`src/sv/crc16_frame_receiver_unit_macros.svh`:
```
// assertion macros for the crc16 frame receiver
// no dependencies; define SYNTH to drop the checks from a build
`ifndef CRC16_FRAME_RECEIVER_UNIT_MACROS_SVH
`define CRC16_FRAME_RECEIVER_UNIT_MACROS_SVH
`ifndef SYNTH
// condition that must hold at every clock edge out of reset
`define FRC_ASSERT(lbl, clk, rst_n, cond) \
    lbl: assert property (@(posedge clk) disable iff (!rst_n) (cond)) \
        else $error("frc assertion failed");
// antecedent implies consequent on the next edge
`define FRC_ASSERT_NEXT(lbl, clk, rst_n, ante, cons) \
    lbl: assert property (@(posedge clk) disable iff (!rst_n) (ante) |=> (cons)) \
        else $error("frc assertion failed");
`else
`define FRC_ASSERT(lbl, clk, rst_n, cond)
`define FRC_ASSERT_NEXT(lbl, clk, rst_n, ante, cons)
`endif
`endif

```
`src/sv/frc_pkg.sv`:
```
// shared types, constants and the crc byte update for the frame receiver
// no dependencies
package frc_pkg;

    localparam int CNT_W = 17;

    localparam logic [7:0]       SOF_FIRST       = 8'hAA;
    localparam logic [7:0]       SOF_SECOND      = 8'h55;
    localparam logic [15:0]      CRC_INIT        = 16'hFFFF;
    localparam logic [15:0]      CRC_POLY        = 16'hA001;
    localparam logic [CNT_W-1:0] MAX_FRAME_RESET = 17'd256;

    typedef enum logic [2:0] {
        PH_HUNT = 3'd0,
        PH_SOF2 = 3'd1,
        PH_LEN  = 3'd2,
        PH_BODY = 3'd3,
        PH_FCS  = 3'd4
    } t_phase;

    typedef enum logic [1:0] {
        EV_NONE    = 2'd0,
        EV_PAYLOAD = 2'd1,
        EV_FRAME   = 2'd2
    } t_event;

    typedef enum logic [2:0] {
        ERR_OK       = 3'd0,
        ERR_FORMAT   = 3'd1,
        ERR_LENGTH   = 3'd2,
        ERR_TYPE     = 3'd3,
        ERR_DEVICE   = 3'd4,
        ERR_REGISTER = 3'd5,
        ERR_CRC      = 3'd6
    } t_err;

    typedef struct packed {
        t_event      event_res;
        logic [7:0]  payload_byte;
        logic [15:0] payload_index;
        logic [7:0]  msg_type;
        logic [7:0]  device_address;
        logic [15:0] register_address;
        logic [15:0] data_length;
        t_err        fault_code;
    } t_result;

    // reflected crc-16, one byte folded in over eight bit steps
    function automatic logic [15:0] crc_byte(input logic [15:0] crc, input logic [7:0] b);
        logic [15:0] c;
        c = crc ^ {8'h00, b};
        for (int i = 0; i < 8; i++) begin
            c = c[0] ? ((c >> 1) ^ CRC_POLY) : (c >> 1);
        end
        return c;
    endfunction

endpackage

```
`src/sv/crc16_frame_receiver_unit.sv`:
```
// Framed byte receiver: hunts for AA 55, parses length and header, passes each
// payload byte on and closes every frame with a header report and error code
// (crc-16, reflected 0xA001, initial 0xFFFF). Every accepted byte gives exactly one
// result request; a byte is taken every cycle while results are drained. A byte
// accepted into the input register is parsed from it once the result register has
// room, and its result is then loaded into the result register and presented from
// there. The rate is set by the parser, which folds a whole byte into its state
// and crc in each step. The user must write max_frame_bytes on the cfg channel
// only while the block is idle; the block itself does not enforce this.
// depends on frc_pkg, frc_in_stage, frc_frame_core, frc_out_stage and the macros header
`include "crc16_frame_receiver_unit_macros.svh"
module crc16_frame_receiver_unit
    import frc_pkg::*;
(
    input  logic        i_clk,
    input  logic        i_rst_n,
    input  logic        i_in_valid,
    output logic        o_in_ready,
    input  logic [7:0]  i_rx_byte,
    output logic        o_out_valid,
    input  logic        i_out_ready,
    output logic [1:0]  o_event_res,
    output logic [7:0]  o_payload_byte,
    output logic [15:0] o_payload_index,
    output logic [7:0]  o_msg_type,
    output logic [7:0]  o_device_address,
    output logic [15:0] o_register_address,
    output logic [15:0] o_data_length,
    output logic [2:0]  o_fault_code,
    input  logic        i_cfg_valid,
    output logic        o_cfg_ready,
    input  logic [16:0] i_max_frame_bytes
);

    logic [CNT_W-1:0] r_max_frame_bytes;
    logic             w_stage_valid;
    logic [7:0]       w_stage_byte;
    logic             w_out_space;
    logic             w_advance;
    t_result          w_result;
    t_result          w_out_result;

    // configuration register, always writable
    assign o_cfg_ready = 1'b1;
    always_ff @(posedge i_clk) begin
        if (!i_rst_n) begin
            r_max_frame_bytes <= MAX_FRAME_RESET;
        end else if (i_cfg_valid) begin
            r_max_frame_bytes <= i_max_frame_bytes;
        end
    end

    // held byte moves when the result register has room
    assign w_advance = w_stage_valid && w_out_space;

    frc_in_stage u_in (
        .i_clk      (i_clk),
        .i_rst_n    (i_rst_n),
        .i_in_valid (i_in_valid),
        .o_in_ready (o_in_ready),
        .i_rx_byte  (i_rx_byte),
        .i_advance  (w_advance),
        .o_valid    (w_stage_valid),
        .o_byte     (w_stage_byte)
    );

    frc_frame_core u_core (
        .i_clk             (i_clk),
        .i_rst_n           (i_rst_n),
        .i_step            (w_advance),
        .i_byte            (w_stage_byte),
        .i_max_frame_bytes (r_max_frame_bytes),
        .o_result          (w_result)
    );

    frc_out_stage u_out (
        .i_clk    (i_clk),
        .i_rst_n  (i_rst_n),
        .i_load   (w_advance),
        .i_result (w_result),
        .o_space  (w_out_space),
        .o_valid  (o_out_valid),
        .i_ready  (i_out_ready),
        .o_result (w_out_result)
    );

    // result fields
    assign o_event_res        = w_out_result.event_res;
    assign o_payload_byte     = w_out_result.payload_byte;
    assign o_payload_index    = w_out_result.payload_index;
    assign o_msg_type         = w_out_result.msg_type;
    assign o_device_address   = w_out_result.device_address;
    assign o_register_address = w_out_result.register_address;
    assign o_data_length      = w_out_result.data_length;
    assign o_fault_code       = w_out_result.fault_code;

    // checks
    `FRC_ASSERT(a_err_flag, i_clk, i_rst_n, !(o_out_valid && o_event_res == EV_FRAME) || (o_msg_type[7] == (o_fault_code != ERR_OK)))
    `FRC_ASSERT(a_payload_clear, i_clk, i_rst_n, !(o_out_valid && o_event_res != EV_PAYLOAD) || (o_payload_byte == 8'h00 && o_payload_index == 16'h0000))
    `FRC_ASSERT(a_stall_blocks, i_clk, i_rst_n, !(w_stage_valid && !w_advance) || !o_in_ready)
    `FRC_ASSERT_NEXT(a_step_fills, i_clk, i_rst_n, w_advance, o_out_valid)
    `FRC_ASSERT_NEXT(a_cfg_held, i_clk, i_rst_n, i_cfg_valid, r_max_frame_bytes == $past(i_max_frame_bytes))

endmodule

```
`src/sv/frc_in_stage.sv`:
```
// input register for received bytes
// depends on frc_pkg
module frc_in_stage
    import frc_pkg::*;
(
    input  logic       i_clk,
    input  logic       i_rst_n,
    input  logic       i_in_valid,
    output logic       o_in_ready,
    input  logic [7:0] i_rx_byte,
    input  logic       i_advance,
    output logic       o_valid,
    output logic [7:0] o_byte
);

    logic       r_valid;
    logic [7:0] r_byte;

    // free when empty or when the held request moves on this cycle
    assign o_in_ready = !r_valid || i_advance;

    // hold one request
    always_ff @(posedge i_clk) begin
        if (!i_rst_n) begin
            r_valid <= 1'b0;
        end else if (o_in_ready) begin
            r_valid <= i_in_valid;
        end
        if (o_in_ready && i_in_valid) begin
            r_byte <= i_rx_byte;
        end
    end

    assign o_valid = r_valid;
    assign o_byte  = r_byte;

endmodule

```
`src/sv/frc_frame_core.sv`:
```
// frame parser state, crc accumulation, header checks and result forming
// depends on frc_pkg
module frc_frame_core
    import frc_pkg::*;
(
    input  logic             i_clk,
    input  logic             i_rst_n,
    input  logic             i_step,
    input  logic [7:0]       i_byte,
    input  logic [CNT_W-1:0] i_max_frame_bytes,
    output t_result          o_result
);

    t_phase           r_phase, n_phase;
    logic [CNT_W-1:0] r_count, n_count;
    logic [15:0]      r_length, n_length;
    logic [7:0]       r_type, n_type;
    logic [7:0]       r_device, n_device;
    logic [15:0]      r_register, n_register;
    logic [15:0]      r_data_len, n_data_len;
    logic [15:0]      r_crc, n_crc;
    logic [7:0]       r_fcs_low, n_fcs_low;

    logic             w_too_long;
    logic             w_fcs_start;
    t_phase           w_phase;
    logic [CNT_W-1:0] w_len_ext;
    logic [15:0]      w_crc_next;
    logic             w_last_fcs;
    t_err             w_judge;
    logic [CNT_W-1:0] w_index;

    // frame overrun and body-to-fcs switch
    assign w_len_ext   = {1'b0, r_length};
    assign w_too_long  = (r_phase != PH_HUNT) && (r_count >= i_max_frame_bytes);
    assign w_fcs_start = (r_phase == PH_BODY) && (r_count >= w_len_ext + 17'd4);
    assign w_phase     = w_fcs_start ? PH_FCS : r_phase;
    assign w_crc_next  = crc_byte(r_crc, i_byte);
    assign w_last_fcs  = !(r_count < w_len_ext + 17'd5);
    assign w_index     = r_count - 17'd10;

    // header and crc checks, the later failing check wins, bad length overrides all
    always_comb begin
        w_judge = ERR_OK;
        if ((r_type & 8'h70) != 8'h00) begin
            w_judge = ERR_TYPE;
        end
        if (r_device == 8'h00 || r_device == 8'hFF) begin
            w_judge = ERR_DEVICE;
        end
        if (r_register == 16'h0000 || r_register == 16'hFFFF) begin
            w_judge = ERR_REGISTER;
        end
        if ({i_byte, r_fcs_low} != r_crc) begin
            w_judge = ERR_CRC;
        end
        if (r_length < 16'd6 || w_len_ext != {1'b0, r_data_len} + 17'd6) begin
            w_judge = ERR_FORMAT;
        end
    end

    // next phase
    always_comb begin
        n_phase = r_phase;
        if (w_too_long) begin
            n_phase = PH_HUNT;
        end else begin
            case (w_phase)
                PH_HUNT: begin
                    if (i_byte == SOF_FIRST) n_phase = PH_SOF2;
                end
                PH_SOF2: begin
                    n_phase = (i_byte == SOF_SECOND) ? PH_LEN : PH_HUNT;
                end
                PH_LEN: begin
                    if (r_count != 17'd2) n_phase = PH_BODY;
                end
                PH_BODY: begin
                    n_phase = PH_BODY;
                end
                PH_FCS: begin
                    n_phase = w_last_fcs ? PH_HUNT : PH_FCS;
                end
                default: begin
                    n_phase = PH_HUNT;
                end
            endcase
        end
    end

    // frame fields and result
    always_comb begin
        n_count    = r_count;
        n_length   = r_length;
        n_type     = r_type;
        n_device   = r_device;
        n_register = r_register;
        n_data_len = r_data_len;
        n_crc      = r_crc;
        n_fcs_low  = r_fcs_low;
        o_result   = '0;
        if (w_too_long) begin
            o_result.event_res        = EV_FRAME;
            o_result.msg_type         = {1'b1, r_type[6:0]};
            o_result.device_address   = r_device;
            o_result.register_address = r_register;
            o_result.data_length      = r_data_len;
            o_result.fault_code       = ERR_LENGTH;
        end else begin
            case (w_phase)
                PH_HUNT: begin
                    if (i_byte == SOF_FIRST) begin
                        n_count    = 17'd1;
                        n_length   = '0;
                        n_type     = '0;
                        n_device   = '0;
                        n_register = '0;
                        n_data_len = '0;
                        n_crc      = CRC_INIT;
                        n_fcs_low  = '0;
                    end
                end
                PH_SOF2: begin
                    if (i_byte == SOF_SECOND) begin
                        n_count = 17'd2;
                    end else begin
                        o_result.event_res        = EV_FRAME;
                        o_result.msg_type         = {1'b1, r_type[6:0]};
                        o_result.device_address   = r_device;
                        o_result.register_address = r_register;
                        o_result.data_length      = r_data_len;
                        o_result.fault_code       = ERR_FORMAT;
                    end
                end
                PH_LEN: begin
                    n_crc   = w_crc_next;
                    n_count = r_count + 17'd1;
                    if (r_count == 17'd2) n_length[7:0]  = i_byte;
                    else                  n_length[15:8] = i_byte;
                end
                PH_BODY: begin
                    n_crc   = w_crc_next;
                    n_count = r_count + 17'd1;
                    if (r_count == 17'd4)      n_type             = i_byte;
                    else if (r_count == 17'd5) n_device           = i_byte;
                    else if (r_count == 17'd6) n_register[7:0]    = i_byte;
                    else if (r_count == 17'd7) n_register[15:8]   = i_byte;
                    else if (r_count == 17'd8) n_data_len[7:0]    = i_byte;
                    else if (r_count == 17'd9) n_data_len[15:8]   = i_byte;
                    else begin
                        o_result.event_res     = EV_PAYLOAD;
                        o_result.payload_byte  = i_byte;
                        o_result.payload_index = w_index[15:0];
                    end
                end
                PH_FCS: begin
                    n_count = r_count + 17'd1;
                    if (!w_last_fcs) begin
                        n_fcs_low = i_byte;
                    end else begin
                        o_result.event_res        = EV_FRAME;
                        o_result.msg_type         = {(w_judge != ERR_OK), r_type[6:0]};
                        o_result.device_address   = r_device;
                        o_result.register_address = r_register;
                        o_result.data_length      = r_data_len;
                        o_result.fault_code       = w_judge;
                    end
                end
                default: begin
                end
            endcase
        end
    end

    // state update on each accepted byte
    always_ff @(posedge i_clk) begin
        if (!i_rst_n) begin
            r_phase    <= PH_HUNT;
            r_count    <= '0;
            r_length   <= '0;
            r_type     <= '0;
            r_device   <= '0;
            r_register <= '0;
            r_data_len <= '0;
            r_crc      <= CRC_INIT;
            r_fcs_low  <= '0;
        end else if (i_step) begin
            r_phase    <= n_phase;
            r_count    <= n_count;
            r_length   <= n_length;
            r_type     <= n_type;
            r_device   <= n_device;
            r_register <= n_register;
            r_data_len <= n_data_len;
            r_crc      <= n_crc;
            r_fcs_low  <= n_fcs_low;
        end
    end

endmodule

```
`src/sv/frc_out_stage.sv`:
```
// result register towards the consumer
// depends on frc_pkg
module frc_out_stage
    import frc_pkg::*;
(
    input  logic    i_clk,
    input  logic    i_rst_n,
    input  logic    i_load,
    input  t_result i_result,
    output logic    o_space,
    output logic    o_valid,
    input  logic    i_ready,
    output t_result o_result
);

    logic    r_valid;
    t_result r_result;

    // room for a new result when empty or being taken now
    assign o_space = !r_valid || i_ready;

    always_ff @(posedge i_clk) begin
        if (!i_rst_n) begin
            r_valid <= 1'b0;
        end else if (o_space) begin
            r_valid <= i_load;
        end
        if (o_space && i_load) begin
            r_result <= i_result;
        end
    end

    assign o_valid  = r_valid;
    assign o_result = r_result;

endmodule
```
`config.mk`:
```
export PLATFORM = sky130hd
export DESIGN_NAME = crc16_frame_receiver_unit
export DESIGN_NICKNAME = d
export VERILOG_FILES = /design/src/sv/frc_pkg.sv /design/src/sv/crc16_frame_receiver_unit.sv /design/src/sv/frc_in_stage.sv /design/src/sv/frc_frame_core.sv /design/src/sv/frc_out_stage.sv
export VERILOG_INCLUDE_DIRS = /design/src /design/src/sv
export SDC_FILE = /design/constraint.sdc
export NUM_CORES = 1
export LEC_CHECK = 0
export BUFFER_PORTS_ARGS = -buffer_cell sky130_fd_sc_hd__buf_2
export CORE_MARGIN = 3
export CORE_UTILIZATION = 40
export DETAILED_ROUTE_END_ITERATION = 10
export SLEW_MARGIN = 30
export SYNTH_ARGS = -nofsm -noshare
export SYNTH_HDL_FRONTEND = slang
export SYNTH_HIERARCHICAL = 1
export SYNTH_SLANG_ARGS = --single-unit
```
`constraint.sdc`:
```
create_clock -name i_clk -period 4 [get_ports i_clk]
set_clock_uncertainty 0.05 [all_clocks]
set_input_delay 0.4 -clock i_clk [delete_from_list [all_inputs] [get_ports i_clk]]
set_output_delay 0.4 -clock i_clk [all_outputs]
set_load 0.02 [all_outputs]
```
Word level (Yosys, flattened, before mapping):

Index checks and enable logic that the tools add are counted.

* bitwise logic cells: 11
* magnitude comparators: 4
* equal/unequal tests: 37
* reduce and logical (&&, ||, !) cells: 38
* muxes and demuxes: 64
* add/subtract/negate cells: 5

Operator list (number)
* two-way mux 16 bit: 16
* two-way mux 26 bit: 5
* one-hot mux 16 bit (2 select lines): 4
* two-way mux 51 bit: 2
* one-hot mux 51 bit (2 select lines): 1
* two-way mux 8 bit: 12
* == test 17 x 3 -> 1 bit, second input constant: 4
* adder 16 x 3 -> 17 bit, second input constant: 3
* one-hot mux 17 bit (3 select lines): 1
* two-way mux 50 bit: 1
* == test 17 x 4 -> 1 bit, second input constant: 2
* >= comparator 17 bit: 2
* two-way mux 17 bit: 2
* one-hot mux 8 bit (2 select lines): 2
* two-way mux 3 bit: 9
* two-way mux 25 bit: 1
* AND reduction 5 bit: 5
* inverter 2 -> 3 bit: 8
* inequality test 2 x 1 -> 1 bit, second input constant: 10
* adder 17 x 1 -> 17 bit, second input constant: 1
* == test 17 x 2 -> 1 bit, second input constant: 1
* less-than comparator 17 bit: 1
* inequality test 16 x 17 -> 1 bit: 1
* inequality test 17 x 2 -> 1 bit, second input constant: 1
* other kinds (37): 64

* output and inout bits: 80
* register bits after elaboration: 211
* bits of input ports: 30
* logic and storage cells: 184

Longest topological paths before layout:

Gate-level depths: netlist of the first run.

* depth after elaboration: 18
* gate-level depth with buffers: 17
* gate-level depth less buffers: 14

Modules after synthesis:

Netlist of the first run, hierarchy kept.

By module, submodules not included
* frc_frame_core: cells an instance 1050, seq. area each 2142.1 um2, area each 8270.4 um2, times used 1
* frc_out_stage: cells an instance 82, seq. area each 2332.2 um2, area each 2369.8 um2, times used 1
* crc16_frame_receiver_unit: cells an instance 57, seq. area each 340.3 um2, area each 666.9 um2, times used 1
* frc_in_stage: cells an instance 13, seq. area each 260.2 um2, area each 297.8 um2, times used 1

Worst setup path before layout of the first run:

Ideal clock, no wire load.

* path type: flip-flop to flip-flop
* from: reg u_core.r_length[7]
* to: reg u_out.r_result (netlist bit u_out/o_result[21]) (data pin)
* required time: 3.695 ns
* library setup time: 0.255 ns
* path slack: 0.314 ns
* buffers on the path: 3
* period minus slack after synthesis: 3.686 ns
* cell stages (with the launch flop): 17
* arrival: 3.382 ns
* cell sequence: dfxtp_1 clkbuf_1 nand4_1 or2_2 nor2_1 nand2_1 xor2_1 ha_1 o21ai_0 o21ai_0 a211oi_1 a31o_2 o21ai_0 a211o_1 clkbuf_1 clkbuf_1 and2_1

RTL lines
* start: declaration: RTL line frc_frame_core.sv:16 `logic [15:0] r_length, n_length;`
* start signal: assignment: RTL line frc_frame_core.sv:190 `r_length <= n_length;`
* end signal: assignment: RTL line frc_out_stage.sv:29 `r_result <= i_result;`
* end: declaration: RTL line frc_out_stage.sv:17 `t_result r_result;`

==> key figures, run 1 <==
CTS
  – Worst-case clock buffer depth: 3
  – Htree depth: 1
  – Clk_lat worst skew: 0.52 ns
  – CTS Buf Count: 25
  – Clk pin slew, worst setup/hold paths: 0.06 ns
  – Post-CTS setup buffers: 0
  – CTS tree: done
  – CTS Sinks: 211
  – Root Buffer: clkbuf_16

Synthesis
  – Synth Net Count: 1294
  – Distinct cells, synth: 72
  – Post-synth ARST share: 0%
  – Post-synthesis sequential area ratio: 43.7%
  – Post-synth top area share: 22.0%
  – Yosys reg bits: 211
  – EDFF count, synth: 85
  – Ys flop type: dfxtp_1
  – Area leader, netlist: edfxtp_1
  – Mean post-synth cell area: 9.65 um^2
  – Synthesis Warnings: 6
  – Synth area leaders: edfxtp_1, dfxtp_1, ha_1, mux2i_1, nand2_1
  – Mapped Cells: 1202
  – Post-Syn Area: 0.0116 mm^2

Final layout
  – Total Nets Final: 1414
  – Most common cell after layout, fill and taps aside: dfxtp_1
  – Fraction of layout cells with a size suffix above 1: 17.5%
  – N_diodes: 0
  – Syn-to-layout area delta: 18.2%
  – Final Util: 48.7%
  – FILL cells: 2627
  – Non-Filler Instances: 1718
  – Commonest non-fill, non-tap cells in the layout: dfxtp_1, nand2_1, buf_2

Flow run
  – Max-cap check violation count: 0

Floorplan
  – Die Area: 0.0311 mm^2
  – Initial core utilization: 41.2%
  – CORE AREA: 0.0282 mm^2
  – Die width: 176 um
  – I/O pins: 110
  – DIE HEIGHT: 176 um
  – Rows: 61

GRT
  – Vias in the first global route: 9052
  – First-pass GRT wire length: 47400 um
  – Total congestion overflow: 0
  – Tot GR Track Use: 18.8%
  – Largest net degree at the start of global routing: 94
  – Initial antenna violation count: 0

STA
  – Worst slew margin relative to its limit: 37.4%
  – RSZ-0062 raised after global routing: false
  – Crit path time final: 3.67 ns
  – Max-slew violation count: 0
  – Part of the cycle the worst path needs: 91.6%
  – Endpoints failing setup: 0
  – Worst Max-Slew Pin Slew: 0.938 ns
  – Max Clock Freq: 273 MHz
  – Setup TNS: 0 ns
  – Hold violation count in the final report: 0

Pwr
  – Clk network pwr share: 48.8%
  – Total power: 5.08 mW
  – Power Internal: 3.99 mW
  – Total leakage power: 5.60 nW
  – Sw Pwr: 1.09 mW
  – Logic pwr share: 5.3%
  – Maximum vdd ir drop: 0.240 mV
  – Switch share: 21.5%
  – Power Dens Cells: 370 mW/mm^2
  – Sequential share of power: 45.9%

Setup path
  – CP Launch Type: flip-flop
  – Crit. End Element: flip-flop
  – Worst Path Required: 4.21 ns
  – Crit Path Max Fanout: 16
  – Crit path DAT: 3.88 ns
  – R2R Path End: u_out/o_result[3]
  – Worst setup path end: u_out/o_result[3]
  – Setup Crit Path Kind: reg -> reg
  – Reg2Reg Depth: 14
  – CP startpoint: u_core/r_length[0]
  – FF-to-FF Start: u_core/r_length[0]
  – R2R setup slack: 0.33 ns

Drt
  – Post-route ant nets: 0
  – Residual DRC: 0
  – Drt total wl: 29600 um
  – DR WL/cell: 17.3 um
  – Drt first pass iters: 5
  – Vias: 9238
  – DRT iter0 DRCs: 614
  – Vias per cell: 5.38

Place
  – Final HPWL DP: 21200 um
  – Port Buf Inserts: 108
  – Placed Cells: 1666
  – Final RePlAce weighted congestion: 0.917

Hold path
  – HP Class: in -> reg

Status
  – Status: finished, final reports clean
-- repair_timing --
action,4_1_cts,5_1_grt
endpoints found under the hold margin,7,0
hold buffers,7,0
setup endpoints to repair,0,68
gates resized for setup,0,5
-- how the worst min path moves through the flow --
stage / startpoint / to / cells after the start
6_report: i_rx_byte[1] / u_in/o_byte[1] / 1
3_3_place_gp: r_max_frame_bytes[8] / r_max_frame_bytes[8] / 2
5_1_grt: i_rx_byte[1] / u_in/o_byte[1] / 1
4_1_cts: i_rx_byte[1] / u_in/o_byte[1] / 1
3_5_place_dp: r_max_frame_bytes[8] / r_max_frame_bytes[8] / 2
2_1_floorplan: r_max_frame_bytes[8] / r_max_frame_bytes[8] / 2
-- worst max-delay path, cell delays in order (launching register included) --
cell      delay (ns)
dfxtp_1         0.50
ha_1            0.27
a21oi_2         0.12
nor3_2          0.26
nand2_1         0.11
xor2_1          0.16
ha_1            0.29
a21oi_1         0.13
nor2b_1         0.06
o21ai_0         0.16
nand2b_1        0.17
or2_2           0.35
a211o_1         0.38
buf_4           0.21
and2_1          0.17
-- through the flow --
stage	setup WS (ns)	area, um^2	hold slack [ns]
after floorplan	0.314	11600	0.392
after global placement	0.242	12700	0.408
after detailed placement	0.200	12700	0.409
after CTS	0.171	13700	0.00143
after global routing	0.0587	13700	0.0148
final	0.335	13700	0.0205
-- power groups by stage --
stage	Sequential, mW	Clock, mW	Combinational, mW
3_3_place_gp	2.38	0	0.265
3_5_place_dp	2.38	0	0.266
2_1_floorplan	2.41	0	0.144
4_1_cts	2.33	2.53	0.272
6_report	2.33	2.48	0.268
5_1_grt	2.34	2.61	0.293
-- per-layer routing --
| metal | routed length, um | GRT usage (%) |
|---|---|---|
| met5 | 0 | 0 |
| met4 | 1010 | 6.87 |
| met3 | 1690 | 3.03 |
| met2 | 13500 | 30.7 |
| met1 | 13500 | 25.2 |
-- synth_stat cells, types with 3 or more instances --
cell type	number
o211ai_1	4
o21a_1	3
and3_1	3
nand2b_1	6
buf_2	16
mux2i_1	77
o21ai_2	3
nor4_1	23
or2_2	4
o21ai_0	59
a31o_2	3
clkbuf_1	54
dfxtp_1	126
nor3_1	31
buf_6	3
and4_1	8
o2111ai_1	3
nand3_1	42
or3_1	7
a211oi_1	10
nand2_1	112
nand3b_1	5
xor2_1	45
ha_1	62
inv_1	41
a22oi_1	3
and2_1	61
nand4_1	42
or4_1	12
edfxtp_1	85
a21o_1	5
nor2_1	54
nor2b_1	34
a31oi_1	5
o31ai_1	8
a21oi_1	49
xnor2_1	48
-- cells by family (layout without fill, tap and decap cells) --
kind of cell,Yosys count,after routing,share of synthesized area (%)
buf+inv,119,257,4.39
mux,77,77,6.64
flops,211,211,43.7
compound gates,180,180,9.79
simple gates,457,457,21.3
fa+ha+maj,62,62,6.68
other cells,1,1,0.0323
xor+xnor,95,95,7.41
-- layout make-up --
type | instances | area, um^2 | area share (%)
Multi-Input combinational cell | 872 | 6050 | 44.1
Inverter | 42 | 158 | 1.15
Timing Repair Buffer | 170 | 1040 | 7.58
Clock inverter | 11 | 160 | 1.17
Clock buffer | 34 | 764 | 5.57
Tap cell | 378 | 473 | 3.45
Sequential cell | 211 | 5070 | 37.0
-- flip-flops by register name (all words and copies together), names as in the netlist --
| register | cells |
|---|---|
| r_max_frame_bytes | 17 |
| u_core/r_count | 17 |
| u_core/r_crc | 16 |
| u_core/r_data_len | 16 |
| u_core/r_device | 8 |
| u_core/r_fcs_low | 8 |
| u_core/r_length | 16 |
| u_core/r_phase | 3 |
| u_core/r_register | 16 |
| u_core/r_type | 7 |
| u_in/o_byte | 8 |
| u_in/o_valid | 1 |
| u_out/o_result | 77 |
| u_out/o_valid | 1 |
(Power assumes the default switching activity.)
==> inputs of run 2 (changes only) <==
Settings changed: ABC_AREA set to 1.
==> run 2 against run 1 <==
Via count is 16% higher. First-iteration DRC count rose by 41%. Maximum frequency is 3.2% lower. Routed wire length up 9.2%. Synthesized cell count increased by 37%. Die area up 6.1%. Highest routed layer is now met5. Total power decreased by 3.0%. Critical path depth increased by 3. Combinational power rose by 31%. Sequential cell count unchanged. Clock-buffer cell count rose by 1.
==> key figures, run 2 <==
Status
  – Status: finished, final reports clean

Synthesis
  – Distinct cells, synth: 49 (-32%)
  – Mapped Cells: 1648 (+37%)
  – Synth Net Count: 1740 (+34%)
  – Yosys reg bits: 211 (unchanged)
  – Post-synth ARST share: 0% (unchanged)
  – Mean post-synth cell area: 7.49 um^2 (-22%)
  – Most frequent cell after synthesis: nand2_1
  – Synthesis Warnings: 6 (unchanged)
  – Synth area leaders: edfxtp_1, dfxtp_1, nand2_1, nor2_1, inv_1
  – Post-Syn Area: 0.0123 mm^2 (+6.4%)
  – Commonest cells in the synthesized netlist: nand2_1, nor2_1, inv_1
  – Ys flop type: dfxtp_1
  – Post-synthesis sequential area ratio: 41.1% (-2.6 points)
  – Post-synth top area share: 20.7% (-1.3 points)
  – Area leader, netlist: edfxtp_1
  – EDFF count, synth: 85 (unchanged)

Setup path
  – Crit path DAT: 4.16 ns (+0.28 ns)
  – Setup Crit Path Kind: reg -> reg
  – CP Launch Type: flip-flop
  – Crit-path leading delay family: simple AND/OR/NAND/NOR gates
  – Crit Path Max Fanout: 10 (-6)
  – Worst Path Required: 4.38 ns (+0.17 ns)
  – Crit-path cells: ha_1, inv_1, nor4_2, nand2_1, or4_1, ha_1, a21oi_1, o21a_1, nand2_1, nor2_2, nand3_2, buf_4, a31oi_1, buf_4, nor2_4, o21ai_0, nor2_1
  – Worst Path Buf+Inv: 3 (+2)
  – CP max-delay cell: dfxtp_1
  – Crit. End Element: flip-flop
  – CP max stage delay: 0.46 ns (-0.04 ns)

CTS
  – CTS tree: done
  – CTS Buf Count: 25 (unchanged)
  – Worst-case clock buffer depth: 3 (unchanged)
  – Htree depth: 1 (unchanged)
  – Root Buffer: clkbuf_16
  – Clk pin slew, worst setup/hold paths: 0.06 ns (about the same)
  – CTS Sinks: 211 (unchanged)
  – Clk_lat worst skew: 0.54 ns (+0.02 ns)

STA
  – Worst slew margin relative to its limit: 39.8% (+2.4 points)
  – Part of the cycle the worst path needs: 94.6% (+3.0 points)
  – Hold violation count in the final report: 0 (unchanged)
  – Worst hold slack: 0.0241 ns (+0.00357 ns)
  – RSZ-0062 raised after global routing: false
  – Endpoints failing setup: 0 (unchanged)
  – Worst Max-Slew Pin Slew: 0.903 ns (-0.0357 ns)
  – Max Clock Freq: 264 MHz (-3.2%)
  – Setup TNS: 0 ns (unchanged)
  – Crit path time final: 3.79 ns (+0.121 ns)
  – Worst setup margin: 0.214 ns (-0.121 ns)
  – Max-slew violation count: 0 (unchanged)

Drt
  – DRT iter0 DRCs: 865 (+41%)
  – Residual DRC: 0 (unchanged)
  – Vias per cell: 4.91 (-8.6%)
  – DR WL/cell: 14.8 um (-14%)
  – Vias: 10739 (+16%)
  – Drt first pass iters: 5 (unchanged)
  – Post-route ant nets: 0 (unchanged)
  – Drt total wl: 32400 um (+9.2%)

Final layout
  – Most common cell after layout, fill and taps aside: nand2_1
  – FILL cells: 3024 (+15%)
  – Total Nets Final: 1869 (+32%)
  – Commonest non-fill, non-tap cells in the layout: nand2_1, nor2_1, inv_1
  – N_diodes: 0 (unchanged)
  – Fraction of layout cells with a size suffix above 1: 14.5% (-3.1 points)
  – Max reg flops: 77 (unchanged)
  – Syn-to-layout area delta: 16.2%

Pwr
  – Logic pwr share: 7.1% (+1.8 points)
  – Switch share: 24.7% (+3.2 points)
  – Power Dens Cells: 344 mW/mm^2 (-7.2%)
  – Clk network pwr share: 45.6% (-3.2 points)
  – Sequential share of power: 47.4% (+1.5 points)
  – Total power: 4.93 mW (-3.0%)
  – Sw Pwr: 1.22 mW (+12%)
  – Maximum vdd ir drop: 0.335 mV (+40%)
  – Total leakage power: 6.59 nW (+18%)
  – Power Internal: 3.71 mW (-6.9%)

GRT
  – Largest net degree at the start of global routing: 58 (-38%)
  – First-pass GRT wire length: 52800 um (+11%)
  – Tot GR Track Use: 19.3% (+0.49 points)
  – Total congestion overflow: 0 (unchanged)
  – Vias in the first global route: 10246 (+13%)
  – Initial antenna violation count: 1 (+1)

Floorplan
  – DIE HEIGHT: 182 um (+3.0%)
  – CORE AREA: 0.0300 mm^2 (+6.6%)
  – Initial core utilization: 41.1% (-0.10 points)
  – Die Area: 0.0330 mm^2 (+6.1%)
  – Rows: 63 (+3.3%)
  – Die width: 182 um (+3.0%)
  – I/O pins: 110 (unchanged)

Place
  – Final HPWL DP: 23500 um (+11%)
  – Worst slack at placement: 0.109 ns (-0.0917 ns)
  – Final RePlAce weighted congestion: 0.918 (+0.11%)
  – Port Buf Inserts: 108 (unchanged)

Flow run
  – Max-cap check violation count: 0 (unchanged)

Hold path
  – HP Class: in -> reg
run 2: cells by family after synthesis:
family / count (synthesis) / share of synthesized area (%)
AOI/OAI and AO/OA: 183 / 8.13
adders and majority gates: 62 / 6.28
xor gates and xnor gates: 77 / 5.46
DFF: 211 / 41.1
and+or+nand+nor: 837 / 29.5
buffers and inverters: 277 / 9.44
other: 1 / 0.0304
run 2: path summary, 6_finish.rpt:
path	slack (ns)	to	from	depth (start not counted)
worst min register to register	0.42	r_max_frame_bytes[16]	r_max_frame_bytes[16]	2
worst max-delay path	0.21	u_core/r_register[5]	u_core/r_length[2]	17
worst max register to register	0.21	u_core/r_register[5]	u_core/r_length[2]	17
worst min-delay path	0.02	r_max_frame_bytes[8]	i_max_frame_bytes[8]	3
run 2: metrics by stage:
stage | cell area (um^2) | instances | utilization [%]
3_3_place_gp | 13400 | 2128 | 44.5
2_1_floorplan | 12300 | 1648 | -
6_report | 14300 | 2186 | 47.7
5_1_grt | 14300 | 2186 | 47.7
4_1_cts | 14300 | 2182 | 47.5
3_5_place_dp | 13400 | 2128 | 44.5
run 2: tightest hold or removal path: cells and delay by family:
kind          cells  cell delay (ns)
simple gates      2             0.10
buf+inv           1             0.07
run 2: power groups by stage:
stage,combinational [mW],sequential [mW],clock [mW]
2_1_floorplan,0.189,2.42,0
3_3_place_gp,0.340,2.38,0
3_5_place_dp,0.344,2.38,0
4_1_cts,0.351,2.33,2.31
5_1_grt,0.393,2.34,2.41
6_report,0.350,2.33,2.24
run 2: routing by layer:
metal / global-route usage [%] / share of wire [%] / vias to the layer above / routed length [um]
met5: 0 / 0.022 / - / 7
met1: 27.5 / 48 / 4894 / 15700
met3: 2.92 / 5.8 / 43 / 1880
met2: 31.0 / 44 / 266 / 14200
li1: - / - / 5534 / -
met4: 4.08 / 1.9 / 2 / 621
run 2: layout make-up:
class                   instances  area [um^2]  share of cell area (%)
flip-flops and latches        211         5080                    35.4
inverters                     227          857                    5.98
well taps                     390          488                    3.40
multi-input cells            1161         6160                    43.0
clock buffers                  35          736                    5.13
clock inverters                11         85.1                   0.593
repair buffers                151          938                    6.54
run 2: timing repair:
action,4_1_cts,5_1_grt
endpoints found under the hold margin,8,0
buffers inserted,0,2
endpoints found under the setup margin,0,127
resized for setup,0,8
hold buffers,8,0
==> inputs of run 3 (changes only) <==
Settings changed: SYNTH_HIERARCHICAL 1 to unset.
==> run 3 against run 2 <==
Clock-buffer cell count down 4. Cell area fell by 5.6%. Via count decreased by 6.8%. Sequential power barely moved.
==> key figures, run 3 <==
Synthesis
  – Largest family of logic cells by synthesized area: simple AND/OR/NAND/NOR gates
  – Most frequent cell after synthesis: nor2_1
  – Adder-cell share of the synthesized area: 6.64% (+0.36 points)
  – Mapped Cells: 1504 (-8.7%)
  – Distinct cells, synth: 44 (-10%)
  – Post-synthesis sequential area ratio: 43.5% (+2.4 points)
  – XOR/XNOR Fraction of Synth Area: 6.68% (+1.2 points)
  – Post-synth ARST share: 0% (unchanged)
  – Synth Area in Compound Gates: 9.70% (+1.6 points)
  – EDFF count, synth: 85 (unchanged)
  – Post-synth top area share: 21.9% (+1.2 points)
  – Synth area leaders: edfxtp_1, dfxtp_1, nor2_1, nand2_1, ha_1
  – Synth Net Count: 1596 (-8.3%)
  – Fraction of synthesized area in multiplexers: 0% (unchanged)
  – Mean post-synth cell area: 7.76 um^2 (+3.6%)
  – Yosys reg bits: 211 (unchanged)
  – Post-Syn Area: 0.0117 mm^2 (-5.4%)
  – Ys flop type: dfxtp_1
  – Simple-gate share of the synthesized area: 25.0% (-4.5 points)
  – Synthesis Warnings: 0 (-6)
  – Area leader, netlist: edfxtp_1
  – Commonest cells in the synthesized netlist: nor2_1, nand2_1, inv_1

Drt
  – Drt total wl: 30800 um (-4.9%)
  – Residual DRC: 0 (unchanged)
  – Vias: 10008 (-6.8%)
  – DRT iter0 DRCs: 737 (-15%)
  – Post-route ant nets: 0 (unchanged)
  – DR WL/cell: 15.2 um (+2.9%)
  – Vias per cell: 4.95 (+0.75%)
  – Drt first pass iters: 5 (unchanged)

Final layout
  – N_diodes: 0 (unchanged)
  – Syn-to-layout area delta: 16.0%
  – Non-Filler Instances: 2022 (-7.5%)
  – Most common cell after layout, fill and taps aside: nor2_1
  – Total Nets Final: 1718 (-8.1%)
  – Fraction of layout cells with a size suffix above 1: 13.1% (-1.3 points)
  – Max reg flops: 77 (unchanged)
  – Commonest non-fill, non-tap cells in the layout: nor2_1, nand2_1, inv_1

STA
  – Worst setup margin: 0.287 ns (+0.0724 ns)
  – Max-slew violation count: 0 (unchanged)
  – Worst slew margin relative to its limit: 45.1% (+5.3 points)
  – Max Clock Freq: 269 MHz (+2.0%)
  – Worst hold slack: 0.0342 ns (+0.0101 ns)
  – RSZ-0062 raised after global routing: false
  – Hold violation count in the final report: 0 (unchanged)
  – Part of the cycle the worst path needs: 92.8% (-1.8 points)
  – Setup TNS: 0 ns (unchanged)
  – Worst Max-Slew Pin Slew: 0.823 ns (-0.0792 ns)
  – Endpoints failing setup: 0 (unchanged)
  – Crit path time final: 3.71 ns (-0.0724 ns)

Setup path
  – Crit path DAT: 3.92 ns (-0.24 ns)
  – Crit. End Element: flip-flop
  – CP Launch Type: flip-flop
  – Crit Path Max Fanout: 49 (+39)
  – Worst Path Required: 4.21 ns (-0.17 ns)
  – CP max-delay cell: dfxtp_1
  – Setup Crit Path Kind: reg -> reg
  – Crit-path cells: ha_1, inv_1, nand2_1, nand3_1, nor2_1, inv_1, nor2_1, xor2_1, ha_1, nand2_1, inv_1, o21ai_0, a21oi_1, nor2_1, nand2_1, nor2_2, inv_1, nand2_1, o21ai_1, nor2_4, buf_12, nor2_1
  – CP max stage delay: 0.46 ns (about the same)

CTS
  – Htree depth: 1 (unchanged)
  – Worst-case clock buffer depth: 3 (unchanged)
  – Root Buffer: clkbuf_16
  – CTS Buf Count: 24 (-4.0%)
  – CTS Sinks: 211 (unchanged)
  – Clk pin slew, worst setup/hold paths: 0.06 ns (about the same)
  – Clk_lat worst skew: 0.52 ns (-0.02 ns)
  – CTS tree: done

Place
  – Final RePlAce weighted congestion: 0.918 (about the same)
  – Final HPWL DP: 22800 um (-3.3%)
  – Port Buf Inserts: 108 (unchanged)
  – Placed Cells: 1970 (-7.4%)
  – Worst slack at placement: 0.231 ns (+0.122 ns)

Floorplan
  – Rows: 61 (-3.2%)
  – Die Area: 0.0313 mm^2 (-5.2%)
  – I/O pins: 110 (unchanged)
  – DIE HEIGHT: 177 um (-2.7%)
  – Initial core utilization: 41.3% (+0.24 points)
  – CORE AREA: 0.0282 mm^2 (-6.0%)
  – Die width: 177 um (-2.7%)

GRT
  – Total congestion overflow: 0 (unchanged)
  – Tot GR Track Use: 19.5% (+0.24 points)
  – Initial antenna violation count: 0 (-1)
  – Largest net degree at the start of global routing: 86 (+48%)
  – Vias in the first global route: 9505 (-7.2%)
  – First-pass GRT wire length: 49400 um (-6.4%)

Pwr
  – Maximum vdd ir drop: 0.340 mV (+1.6%)
  – Sequential share of power: 48.7% (+1.3 points)
  – Total leakage power: 5.95 nW (-9.6%)
  – Sw Pwr: 1.06 mW (-12%)
  – Switch share: 22.5% (-2.2 points)
  – Total power: 4.74 mW (-3.9%)
  – Logic pwr share: 5.4% (-1.7 points)
  – Power Dens Cells: 350 mW/mm^2 (+1.8%)
  – Clk network pwr share: 45.9% (+0.3 points)
  – Power Internal: 3.67 mW (-1.1%)

Status
  – Status: finished, final reports clean

Flow run
  – Max-cap check violation count: 0 (unchanged)

Hold path
  – HP Class: in -> reg
[run 3: cell count changes in the layout (fill, tap and decap cells not counted), moves of 9 or more]
cell	change
a21oi_1	+31
nor4_1	+13
inv_1	-30
nand3_1	-25
nor2_1	-21
nand2_1	-70
xor2_1	+10
nor3_1	-15
nor2_2	-12
o21ai_0	+15
nand4_1	-9
[run 3: power groups by stage]
stage	registers (mW)	clock network, mW	logic, mW
floorplan	2.39	0	0.135
global placement	2.35	0	0.247
detailed placement	2.36	0	0.249
CTS	2.31	2.23	0.256
global route	2.31	2.32	0.284
finish	2.31	2.17	0.254
[run 3: logic make-up after synthesis]
group	count (synthesis)
adder cells (fa/ha/maj)	62
AND/OR/NAND/NOR	686
other	1
buffers and inverters	240
flip-flops	211
XOR/XNOR	89
AO/OA/AOI/OAI	215
[run 3: final timing paths]
check	slack [ns]	depth (start not counted)	end	start
worst max register to register	0.29	22	u_out.o_result[18]	u_core.r_length[2]
worst min-delay path	0.03	1	u_in.o_byte[6]	i_rx_byte[6]
worst max-delay path	0.29	22	u_out.o_result[18]	u_core.r_length[2]
worst min register to register	0.42	2	r_max_frame_bytes[14]	r_max_frame_bytes[14]
[run 3: per-layer routing]
metal | track usage (%) | vias to the layer above | routed length (um) | share of wire, %
met5 | 0 | - | 0 | 0
met1 | 26.8 | 4608 | 14100 | 46
met3 | 3.05 | 38 | 1600 | 5.2
met4 | 4.48 | 0 | 565 | 1.8
met2 | 32.5 | 238 | 14600 | 47
li1 | - | 5124 | - | -
[run 3: critical path: cells and delay by family, from the launching register on]
| family | cells | cell delay [ns] |
|---|---|---|
| and+or+nand+nor | 11 | 1.33 |
| AOI/OAI and AO/OA | 3 | 0.36 |
| buffers and inverters | 5 | 0.49 |
| adders and majority gates | 2 | 0.51 |
| xor gates and xnor gates | 1 | 0.21 |
| DFF | 1 | 0.46 |
[run 3: final cells by class]
type	count	area, um^2
Sequential cell	211	5070
Fill cell	2848	14700
Timing Repair Buffer	142	830
Multi-Input combinational cell	1053	5650
Clock buffer	31	668
Inverter	194	729
Clock inverter	13	119
Tap cell	378	473
[run 3: stage by stage]
step / cell area, um^2 / util [%]
after detailed placement: 12600 / 44.8
after CTS: 13500 / 47.8
after global routing: 13500 / 47.9
after global placement: 12600 / 44.8
after floorplan: 11700 / -
final: 13500 / 47.9
[run 3: repair_timing]
action                                 4_1_cts  5_1_grt
setup endpoints to repair                    0      113
resized for setup                            0        5
hold buffers                                 7        0
buffers inserted                             0        1
endpoints found under the hold margin        7        0
